File: src/rtl/ssc_pkg.sv
// ----------------------------------------------------------------------------
// ssc_pkg
// Shared widths, latency helper and case codes for the segment closest-point
// pipeline.
// ----------------------------------------------------------------------------
package ssc_pkg;

  localparam int unsigned COORD_W  = 32;
  localparam int unsigned DIFF_W   = COORD_W + 1;
  localparam int unsigned PROD_W   = 2 * DIFF_W;
  localparam int unsigned DOT_W    = PROD_W + 2;
  localparam int unsigned BIG_W    = 2 * DOT_W + 1;
  localparam int unsigned SQ_W     = 2 * DIFF_W;
  localparam int unsigned PARAM_W  = 17;
  localparam int unsigned GAP_W    = 63;
  localparam int unsigned CODE_W   = 3;
  localparam int unsigned CHUNK_W  = 16;

  localparam int unsigned PARAM_FRAC_BITS_DEF = 16;

  typedef enum logic [CODE_W-1:0] {
    CASE_BOTH_DEG   = 3'd0,
    CASE_FIRST_DEG  = 3'd1,
    CASE_SECOND_DEG = 3'd2,
    CASE_GENERAL    = 3'd3,
    CASE_PARALLEL   = 3'd4
  } case_code_e;

  // cycles through ssc_mul for a multiplier operand of wb bits
  function automatic int unsigned mul_lat(input int unsigned wb);
    return (wb + CHUNK_W - 1) / CHUNK_W + 2;
  endfunction

endpackage

File: src/rtl/ssc_mul.sv
// ----------------------------------------------------------------------------
// ssc_mul
// Pipelined signed multiplier: sign-magnitude split, then one chunk of the
// second operand per stage, then the sign is put back.
// ----------------------------------------------------------------------------
module ssc_mul import ssc_pkg::*; #(
  parameter int unsigned WA = 33,
  parameter int unsigned WB = 33
) (
  input  logic                    clk_i,
  input  logic                    en_i,
  input  logic signed [WA-1:0]    a_i,
  input  logic signed [WB-1:0]    b_i,
  output logic signed [WA+WB-1:0] p_o
);

  localparam int unsigned NCH = (WB + CHUNK_W - 1) / CHUNK_W;
  localparam int unsigned BPW = NCH * CHUNK_W;
  localparam int unsigned PW  = WA + WB;
  localparam int unsigned XW  = WA + CHUNK_W + BPW;

  logic [WA-1:0]  am_q  [NCH];
  logic [BPW-1:0] bm_q  [NCH];
  logic           neg_q [NCH+1];
  logic [PW-1:0]  acc_q [NCH];
  logic [PW-1:0]  p_q;
  logic [WA-1:0]  am_d;
  logic [WB-1:0]  bm_d;

  assign am_d = a_i[WA-1] ? WA'(~a_i + 1'b1) : WA'(a_i);
  assign bm_d = b_i[WB-1] ? WB'(~b_i + 1'b1) : WB'(b_i);

  always_ff @(posedge clk_i) begin
    if (en_i) begin
      am_q[0]  <= am_d;
      bm_q[0]  <= BPW'(bm_d);
      neg_q[0] <= a_i[WA-1] ^ b_i[WB-1];
    end
  end

  for (genvar k = 0; k < NCH; k++) begin : g_chunk
    logic [WA+CHUNK_W-1:0] pp_w;
    logic [XW-1:0]         sh_w;
    logic [PW-1:0]         prev_w;

    assign pp_w = am_q[k] * bm_q[k][k*CHUNK_W +: CHUNK_W];
    assign sh_w = XW'(pp_w) << (k * CHUNK_W);

    if (k == 0) begin : g_first
      assign prev_w = '0;
    end else begin : g_next
      assign prev_w = acc_q[k-1];
    end

    always_ff @(posedge clk_i) begin
      if (en_i) begin
        acc_q[k]   <= prev_w + sh_w[PW-1:0];
        neg_q[k+1] <= neg_q[k];
      end
    end

    if (k + 1 < NCH) begin : g_fwd
      always_ff @(posedge clk_i) begin
        if (en_i) begin
          am_q[k+1] <= am_q[k];
          bm_q[k+1] <= bm_q[k];
        end
      end
    end
  end

  always_ff @(posedge clk_i) begin
    if (en_i) begin
      p_q <= neg_q[NCH] ? PW'(~acc_q[NCH-1] + 1'b1) : acc_q[NCH-1];
    end
  end

  assign p_o = p_q;

endmodule

File: config.mk
export PLATFORM = sky130hd
export DESIGN_NAME = ssc_mul
export DESIGN_NICKNAME = d
export VERILOG_FILES = /design/src/rtl/ssc_pkg.sv /design/src/rtl/ssc_mul.sv
export SDC_FILE = /design/constraint.sdc
export NUM_CORES = 2
export LEC_CHECK = 0
export ABC_AREA = 1
export BUFFER_PORTS_ARGS = -buffer_cell sky130_fd_sc_hd__buf_2
export CAP_MARGIN = 25
export CORE_ASPECT_RATIO = 1.25
export CORE_MARGIN = 2
export CORE_UTILIZATION = 35
export CTS_BUF_LIST = sky130_fd_sc_hd__clkbuf_8
export CTS_CLUSTER_DIAMETER = 150
export DETAILED_ROUTE_END_ITERATION = 10
export PLACE_DENSITY = 0.52
export SYNTH_ARGS = -nofsm -noshare
export SYNTH_HDL_FRONTEND = slang
export SYNTH_SLANG_ARGS = --single-unit
File: constraint.sdc
create_clock -name clk_i -period 7 [get_ports clk_i]
set_input_delay 1.75 -clock clk_i [delete_from_list [all_inputs] [get_ports clk_i]]
set_output_delay 1.75 -clock clk_i [all_outputs]
set_load 0.01 [all_outputs]
==> metrics.txt <==
CP max stage cell fa_1; Core Box Area 0.156 mm²; Cell Area, Synth 0.0550 mm²; largest net degree at the start of global routing 130; Hold Path Class flop to flop; fin cells 9183; RSZ-0062 raised after global routing true; top cells by count, synth nand2_1, inv_1, fa_1; gr usage total 21.6%; Final WS setup -0.120 ns; Syn Nets 7875; Layout Cell Area excl Fill 0.0650 mm²; Yosys warnings 0; Primary FF master, synth edfxtp_1; P&R area growth vs syn 18.2%; maximum clock insertion buffer count 3; status finished with violations; DP Cell Count 9011; Clock Skew 0.0744 ns; crit path capture type flop; Final Hold Vio Count 0; Max Slew Vio Count 0; CTS clk-pin slew, worst paths 0.07 ns; GRT overflow 0; DPL Wire Length 143 mm; FMAX 0.140 GHz; syn_area_per_cell 8.30 µm²; post-route ant nets 0; # IOs 134; Yosys cell types 49; RePlAce Congestion 0.947; sequential share of the synthesized area 21.9%; maxcap violations 0; crit path max fanout 8; cts bufs inserted 70; critical path type flop to flop; synth top area cells fa_1, edfxtp_1, nand2_1, inv_1, ha_1; number of flops mapped to enable cells by yosys 401; total die area 0.160 mm²; TritonRoute pass-1 iters 6; clock insertion delay at the later pin of the skew report 0.79 ns; setup violators final 8; initial cell density of the core 35.3%; Final Critical Period 7.12 ns; most frequent cell after synthesis nand2_1; global-route wire length before repair 265 mm; overall routed net length 169 mm; Post-Place Cell Area 0.0615 mm²; Rows 162; area leader, netlist fa_1; Mapped Cells 6626; Die Ht 447 µm; PortBufs 133; Synth Register Bits 401; Via Count 43321; Via density 4.72; die width 358 µm; post-synth top area share 31.5%; CTS sink cnt 401; Slew @ Worst Pin 1.02 ns; fin crit share 102%; clock root buffer clkbuf_8; Worst Setup Start Kind flop; H-tree lvl count 3; initial DRC count 2210; vias in the first global route 47054; final core utilization 41.7%; most used cell, CP fa_1; CTS tree yes; share of layout cells above drive strength 1 15.8%; slowest stage delay, CP 0.58 ns; Crit path required time 7.48 ns; DRC 0; nets@finish 8324; initial antenna violation count 7; relative slew slack 32.2%; TNS Setup -0.495 ns; asr flop ratio synth 0%; WL/cell 18.4 µm; failing checks setup timing; CP arrival 7.60 ns
[final timing paths]
| kind | end | cells past startpoint | from | slack [ns] |
|---|---|---|---|---|
| setup reg to reg | acc_q[0][114] | 32 | am_q[0][50] | -0.12 |
| setup / recovery | acc_q[0][114] | 32 | am_q[0][50] | -0.12 |
| hold / removal | bm_q[0][77] | 0 | bm_q[0][29] | 0.40 |
| hold reg to reg | bm_q[0][77] | 0 | bm_q[0][29] | 0.40 |
[repair_timing]
action,4_1_cts,5_1_grt
resized for setup,190,194
gates cloned,1,0
buffers inserted,23,18
hold buffers,0,0
endpoints found under the setup margin,35,37
pin swaps,43,62
[through the flow]
stage               hold slack [ns]  setup slack (ns)
floorplan                     0.400             0.109
CTS                           0.410            -0.101
global placement              0.401            -0.676
detailed placement            0.405            -0.660
global route                  0.418            -0.376
finish                        0.401            -0.120
[area by class of cell]
class,instances,area (µm²)
Fill cell,15678,90900
Multi-Input combinational cell,4284,37300
Sequential cell,401,12000
Inverter,1665,6260
Timing Repair Buffer,653,5360
Tap cell,2050,2560
Clock buffer,71,977
Clock inverter,56,419
Antenna cell,3,7.51
[logic make-up (layout without fill, tap and decap cells)]
logic type	after synthesis	in the layout	share of synthesized area, %
xor gates and xnor gates	272	272	4.33
and+or+nand+nor	2410	2410	17.5
adders and majority gates	1181	1181	38.7
AOI/OAI and AO/OA	421	421	4.26
buffers and inverters	1941	2445	13.3
DFF	401	401	21.9
other	0	3	0
[cells in the final DEF, fill, tap and decap left out, types with 14 or more instances in the layout]
master,n
nand2_1,1680
inv_2,25
nor2_2,42
fa_1,851
buf_12,57
clkinv_2,15
xor2_1,158
xnor2_1,91
o21ai_0,94
o21ai_1,19
nand2_4,21
a21oi_2,27
clkbuf_8,71
nand3_1,97
ha_1,271
clkinv_1,14
a21oi_1,166
inv_1,1644
edfxtp_1,401
fa_2,15
nor2_4,21
nor3_1,25
a31oi_1,26
nand4_1,31
nor2_1,338
nand2_2,95
nor4_1,19
buf_2,132
buf_4,449
ha_4,42
[state kept, by name, indices dropped and copies added, names as in the netlist]
signal  flops
acc_q     181
am_q       99
p_o        66
bm_q       51
neg_q       4
[worst max-delay path: cells and delay by family (launching register included)]
family / cells / cell delay (ns)
fa+ha+maj: 8 / 3.62
simple gates: 8 / 0.75
flops: 1 / 0.39
compound gates: 4 / 0.71
xor+xnor: 2 / 0.38
buf+inv: 10 / 1.04
[per-layer routing]
metal | track usage, % | share of wire (%) | wire length, µm
met1 | 25.6 | 39 | 66900
met5 | 0 | 0 | 0
met2 | 40.6 | 54 | 90800
met4 | 7.29 | 3.6 | 6020
met3 | 1.97 | 3.4 | 5720
Power is not shown: default switching activity piles up to over one toggle a cycle in this logic, so the estimate is an artifact.
