File: src/rtl/ssc_div.sv
// ----------------------------------------------------------------------------
// ssc_div
// Pipelined clamped quotient n/m in Q1.QB, one restoring step per stage.
// m must be positive; n <= 0 gives 0 and n >= m gives 1.0.
// ----------------------------------------------------------------------------
module ssc_div #(
  parameter int unsigned W  = 64,
  parameter int unsigned QB = 16
) (
  input  logic                clk_i,
  input  logic                en_i,
  input  logic signed [W-1:0] n_i,
  input  logic signed [W-1:0] m_i,
  output logic [QB:0]         q_o
);

  logic          zero_q [QB+1];
  logic          one_q  [QB+1];
  logic [W-2:0]  rem_q  [QB+1];
  logic [W-2:0]  m_q    [QB];
  logic [QB-1:0] qa_q   [QB];
  logic [QB:0]   q_q;

  always_ff @(posedge clk_i) begin
    if (en_i) begin
      zero_q[0] <= n_i[W-1] || (n_i == '0);
      one_q[0]  <= (n_i >= m_i);
      rem_q[0]  <= n_i[W-2:0];
      m_q[0]    <= m_i[W-2:0];
    end
  end

  for (genvar j = 0; j < QB; j++) begin : g_bit
    logic [W-1:0]  sh_w;
    logic [W-1:0]  sub_w;
    logic          ge_w;
    logic [QB-1:0] prev_w;

    assign sh_w  = {rem_q[j], 1'b0};
    assign ge_w  = (sh_w >= {1'b0, m_q[j]});
    assign sub_w = sh_w - {1'b0, m_q[j]};

    if (j == 0) begin : g_first
      assign prev_w = '0;
    end else begin : g_next
      assign prev_w = qa_q[j-1];
    end

    always_ff @(posedge clk_i) begin
      if (en_i) begin
        rem_q[j+1]  <= ge_w ? sub_w[W-2:0] : sh_w[W-2:0];
        qa_q[j]     <= {prev_w[QB-2:0], ge_w};
        zero_q[j+1] <= zero_q[j];
        one_q[j+1]  <= one_q[j];
      end
    end

    if (j + 1 < QB) begin : g_fwd
      always_ff @(posedge clk_i) begin
        if (en_i) begin
          m_q[j+1] <= m_q[j];
        end
      end
    end
  end

  always_ff @(posedge clk_i) begin
    if (en_i) begin
      if (zero_q[QB]) begin
        q_q <= '0;
      end else if (one_q[QB]) begin
        q_q <= {1'b1, {QB{1'b0}}};
      end else begin
        q_q <= {1'b0, qa_q[QB-1]};
      end
    end
  end

  assign q_o = q_q;

endmodule

File: config.mk
export PLATFORM = sky130hd
export DESIGN_NAME = ssc_div
export DESIGN_NICKNAME = d
export VERILOG_FILES = /design/src/rtl/ssc_div.sv
export SDC_FILE = /design/constraint.sdc
export NUM_CORES = 2
export LEC_CHECK = 0
export ABC_CLOCK_PERIOD_IN_PS = 7230
export BUFFER_PORTS_ARGS = -buffer_cell sky130_fd_sc_hd__buf_4
export CAP_MARGIN = 20
export CORE_MARGIN = 3
export CORE_UTILIZATION = 45
export CTS_BUF_LIST = sky130_fd_sc_hd__clkbuf_8
export CTS_CLUSTER_SIZE = 10
export DETAILED_ROUTE_END_ITERATION = 10
export SLEW_MARGIN = 0
export SYNTH_ARGS = -nofsm -noshare
export SYNTH_HDL_FRONTEND = slang
export SYNTH_SLANG_ARGS = --single-unit
File: constraint.sdc
create_clock -name clk_i -period 7.23 [get_ports clk_i]
set_input_delay 0.3615 -clock clk_i [delete_from_list [all_inputs] [get_ports clk_i]]
set_output_delay 0.3615 -clock clk_i [all_outputs]
set_load 0.005 [all_outputs]
==> metrics.txt <==
# TYPE chip_impl_metric gauge
chip_impl_metric{name="drtIter0Drc",unit=""} 5645
chip_impl_metric{name="register_area",unit="um2"} 66200
chip_impl_metric{name="multi_input_comb_area",unit="um2"} 64600
chip_impl_metric{name="detailed_placer_s_ending_hpwl",unit="um"} 263000
chip_impl_metric{name="post-synth-top-area-fraction",unit="%"} 48.1
chip_impl_metric{name="post_drt_wl_per_cell",unit="um"} 18.4
chip_impl_metric{name="critical_path_required",unit="ps"} 7990
chip_impl_metric{name="synthesis.nets",unit=""} 14800
chip_impl_metric{name="grtUsageTotal",unit="%"} 21.0
chip_impl_metric{name="drtPass1Iterations",unit=""} 7
chip_impl_metric{name="number_of_register_bits_inferred_by_synthesis",unit=""} 2203
chip_impl_metric{name="maxSlewViolCount",unit=""} 0
chip_impl_metric{name="setup_ws",unit="ps"} 2020
chip_impl_metric{name="pin_count",unit=""} 147
chip_impl_metric{name="layout-drive-gt1-share",unit="%"} 7.28
chip_impl_metric{name="core",unit="um2"} 304000
chip_impl_metric{name="cts.clk_slew.worst_paths",unit="ps"} 60
chip_impl_metric{name="grt_pass1_wl",unit="um"} 533000
chip_impl_info{name="yosys.cell_count.top_type",value="edfxtp_1"} 1
chip_impl_metric{name="final_nets",unit=""} 15200
chip_impl_metric{name="grt_start_max_net_pins",unit=""} 167
chip_impl_metric{name="arrival",unit="ps"} 5960
chip_impl_metric{name="ir_drop",unit="mV"} 0.258
chip_impl_metric{name="preCtsSetupSlack",unit="ps"} 2040
chip_impl_metric{name="routabilityCongestion",unit=""} 0.902
chip_impl_metric{name="finalCriticalPeriod",unit="ps"} 5210
chip_impl_metric{name="die_area",unit="um2"} 312000
chip_impl_metric{name="row_count",unit=""} 202
chip_impl_info{name="grt_setup_unrepaired",value="no"} 1
chip_impl_metric{name="maximum_clock_path_buffer_count",unit=""} 4
chip_impl_info{name="synth_common_cells",value="2203 x edfxtp_1, 1360 x a21oi_1, 1329 x inv_1, 1171 x nand2_1, 1071 x ha_1"} 1
chip_impl_metric{name="finalSetupViolations",unit=""} 0
chip_impl_metric{name="numCtsBuffers",unit=""} 388
chip_impl_info{name="critical_path_class",value="reg -> reg"} 1
chip_impl_metric{name="syn-cell-area",unit="um2"} 138000
chip_impl_metric{name="fmax",unit="GHz"} 0.192
chip_impl_metric{name="slew_headroom",unit="%"} 25.2
chip_impl_metric{name="cts-htree-levels",unit=""} 5
chip_impl_metric{name="seq_area_frac_synth",unit="%"} 48.1
chip_impl_metric{name="drtAntennaViolNets",unit=""} 0
chip_impl_metric{name="layout.filler_cells",unit=""} 28000
chip_impl_info{name="cts_tree",value="built"} 1
chip_impl_metric{name="drcViolationCount",unit=""} 0
chip_impl_metric{name="number_of_warnings_reported_in_the_yosys_synthesis_log",unit=""} 0
chip_impl_metric{name="relative_area_change_from_synthesis_to_final_layout",unit="%"} 11.1
chip_impl_info{name="post-synth-top-area-cell",value="edfxtp_1"} 1
chip_impl_info{name="ctsRootBufferMaster",value="clkbuf_8"} 1
chip_impl_info{name="setup.worst_path.end_class",value="flop"} 1
chip_impl_metric{name="finClkSkew",unit="ps"} 56.4
chip_impl_metric{name="clock-sinks",unit=""} 2203
chip_impl_metric{name="worst-slew-pin-transition",unit="ps"} 1110
chip_impl_metric{name="insertion_delay",unit="ps"} 1030
chip_impl_metric{name="final_min_period_over_clock_period",unit="%"} 72.0
chip_impl_info{name="synth_top_flop_cell",value="edfxtp_1"} 1
chip_impl_info{name="run_status",value="finished clean"} 1
chip_impl_metric{name="hold_viol_final",unit=""} 0
chip_impl_metric{name="post_cts_gate_resize_count",unit=""} 0
chip_impl_metric{name="first_global_vias",unit=""} 101000
chip_impl_metric{name="post_synth_inst_count",unit=""} 13600
chip_impl_metric{name="start_util",unit="%"} 45.3
chip_impl_info{name="yosys-top-cells-area",value="edfxtp_1 48%, ha_1 9.7%, a21oi_1 4.9%"} 1
chip_impl_metric{name="overall_via_count_from_detail_route",unit=""} 99100
chip_impl_metric{name="antenna_found_initial",unit=""} 1
chip_impl_metric{name="die-width",unit="um"} 559
chip_impl_info{name="crit_path_start_kind",value="flop"} 1
chip_impl_metric{name="cellPowerDensity",unit="nW/um2"} 432
chip_impl_metric{name="synth_enable_flop_cells",unit=""} 2203
chip_impl_metric{name="post-cts-setup-buffer-count",unit=""} 0
chip_impl_metric{name="die_y",unit="um"} 559
chip_impl_metric{name="cap_viol_max_count",unit=""} 0
chip_impl_metric{name="post_drt_via_cell_ratio",unit=""} 5.39
chip_impl_metric{name="yosysUniqueCellTypes",unit=""} 90
chip_impl_info{name="min_path_type",value="in -> reg"} 1
chip_impl_metric{name="ys_async_sr_fraction",unit="%"} 0
chip_impl_metric{name="syn_area_per_cell",unit="um2"} 10.1
chip_impl_metric{name="totalNegativeSetupSlack",unit="ps"} 0
chip_impl_metric{name="grt_overflow_total",unit=""} 0
chip_impl_metric{name="power.leakage",unit="uW"} 0.0638
chip_impl_metric{name="critical_path.max_fanout",unit=""} 88
chip_impl_metric{name="route.final.wire_length",unit="um"} 338000
chip_impl_metric{name="port_buffers",unit=""} 146
[flip-flops by register name, indices dropped and copies added, names as in the netlist]
| register | flops |
|---|---|
| qa_q | 136 |
| zero_q | 17 |
| rem_q | 1008 |
| m_q | 1008 |
| one_q | 17 |
| q_o | 17 |
[through the flow]
step / instance area [um2] / util, % / total power (uW) / hold WS, ps / cells
floorplan: 138000 / - / 46200 / 400 / 13600
global placement: 143000 / 47.1 / 55000 / 401 / 17400
detailed placement: 143000 / 47.1 / 55000 / 405 / 17400
CTS: 153000 / 50.4 / 66500 / 0.204 / 18400
global route: 153000 / 50.4 / 71500 / 75.5 / 18400
finish: 153000 / 50.4 / 66100 / 158 / 18400
[area by class of cell]
| class | count | share of cell area, % |
|---|---|---|
| inverters | 1332 | 3.27 |
| well taps | 4080 | 3.34 |
| multi-input cells | 9573 | 42.3 |
| clock buffers | 391 | 3.52 |
| repair buffers | 490 | 3.00 |
| flip-flops and latches | 2203 | 43.3 |
| clock inverters | 310 | 1.33 |
| diodes | 7 | 0.0115 |
[routing by layer]
layer | wire length [um] | GRT usage (%)
met5 | 0 | 0
met4 | 23400 | 12.8
met3 | 8370 | 1.85
met2 | 172000 | 39.1
met1 | 134000 | 23.0
[power breakdown]
group | leakage, uW | internal, uW | total, uW | switching, uW
registers | 0.0216 | 19300 | 21200 | 1950
logic | 0.0381 | 13800 | 33900 | 20000
clock network | 0.00412 | 5890 | 11000 | 5130
[worst max-delay path, stage by stage (launching register included)]
cell and delay (ps):
edfxtp_1 400, ha_1 420, nand4_1 130, or2_2 300
or3b_2 500, a211oi_1 400, nor3_1 190, o21ai_0 840
a41oi_1 340, o21ai_4 540, buf_12 370, mux2_2 390
[what timing repair did]
item                                   4_1_cts  5_1_grt
hold buffers                               252        0
endpoints found under the hold margin      247        0
setup endpoints to repair                    0        0
[worst paths after layout]
| check | start | cells past startpoint | end | slack (ps) |
|---|---|---|---|---|
| hold reg to reg | qa_q[3][20] | 0 | qa_q[4][5] | 400 |
| setup reg to reg | rem_q[0][195] | 11 | rem_q[0][253] | 2020 |
| hold / removal | n_i[0] | 2 | rem_q[0][0] | 160 |
| setup / recovery | rem_q[0][195] | 11 | rem_q[0][253] | 2020 |
[cell usage in the layout (no fill, tap or decap), drive strengths merged, types with 89 or more instances in the layout]
cell | synthesis | layout
a211oi | 89 | 89
a21o | 692 | 692
a21oi | 1360 | 1360
a31oi | 135 | 135
and3 | 104 | 104
buf | 68 | 238
clkbuf | 437 | 391
clkinv | 1 | 170
dlygate4sd3 | 0 | 252
edfxtp | 2203 | 2203
ha | 1071 | 1071
inv | 1331 | 1436
mux2 | 201 | 201
nand2 | 1171 | 1171
nand2b | 120 | 120
nand3 | 193 | 193
nand4 | 297 | 297
nor2 | 819 | 819
nor2b | 102 | 102
nor3 | 167 | 167
o21a | 97 | 97
o21ai | 1018 | 1018
o21bai | 198 | 198
xnor2 | 520 | 520
xor2 | 340 | 340
[cell families (layout without fill, tap and decap cells)]
| family | Yosys count | in the layout | share of synthesized area (%) |
|---|---|---|---|
| DFF | 2203 | 2203 | 48.1 |
| and+or+nand+nor | 3282 | 3282 | 11.2 |
| AOI/OAI and AO/OA | 4133 | 4133 | 18.5 |
| other | 0 | 7 | 0 |
| xor gates and xnor gates | 860 | 860 | 5.47 |
| muxes | 212 | 212 | 1.73 |
| adders and majority gates | 1086 | 1086 | 9.96 |
| buffers and inverters | 1837 | 2523 | 5.08 |
No activity file was read; power rests on OpenSTA's default activity.
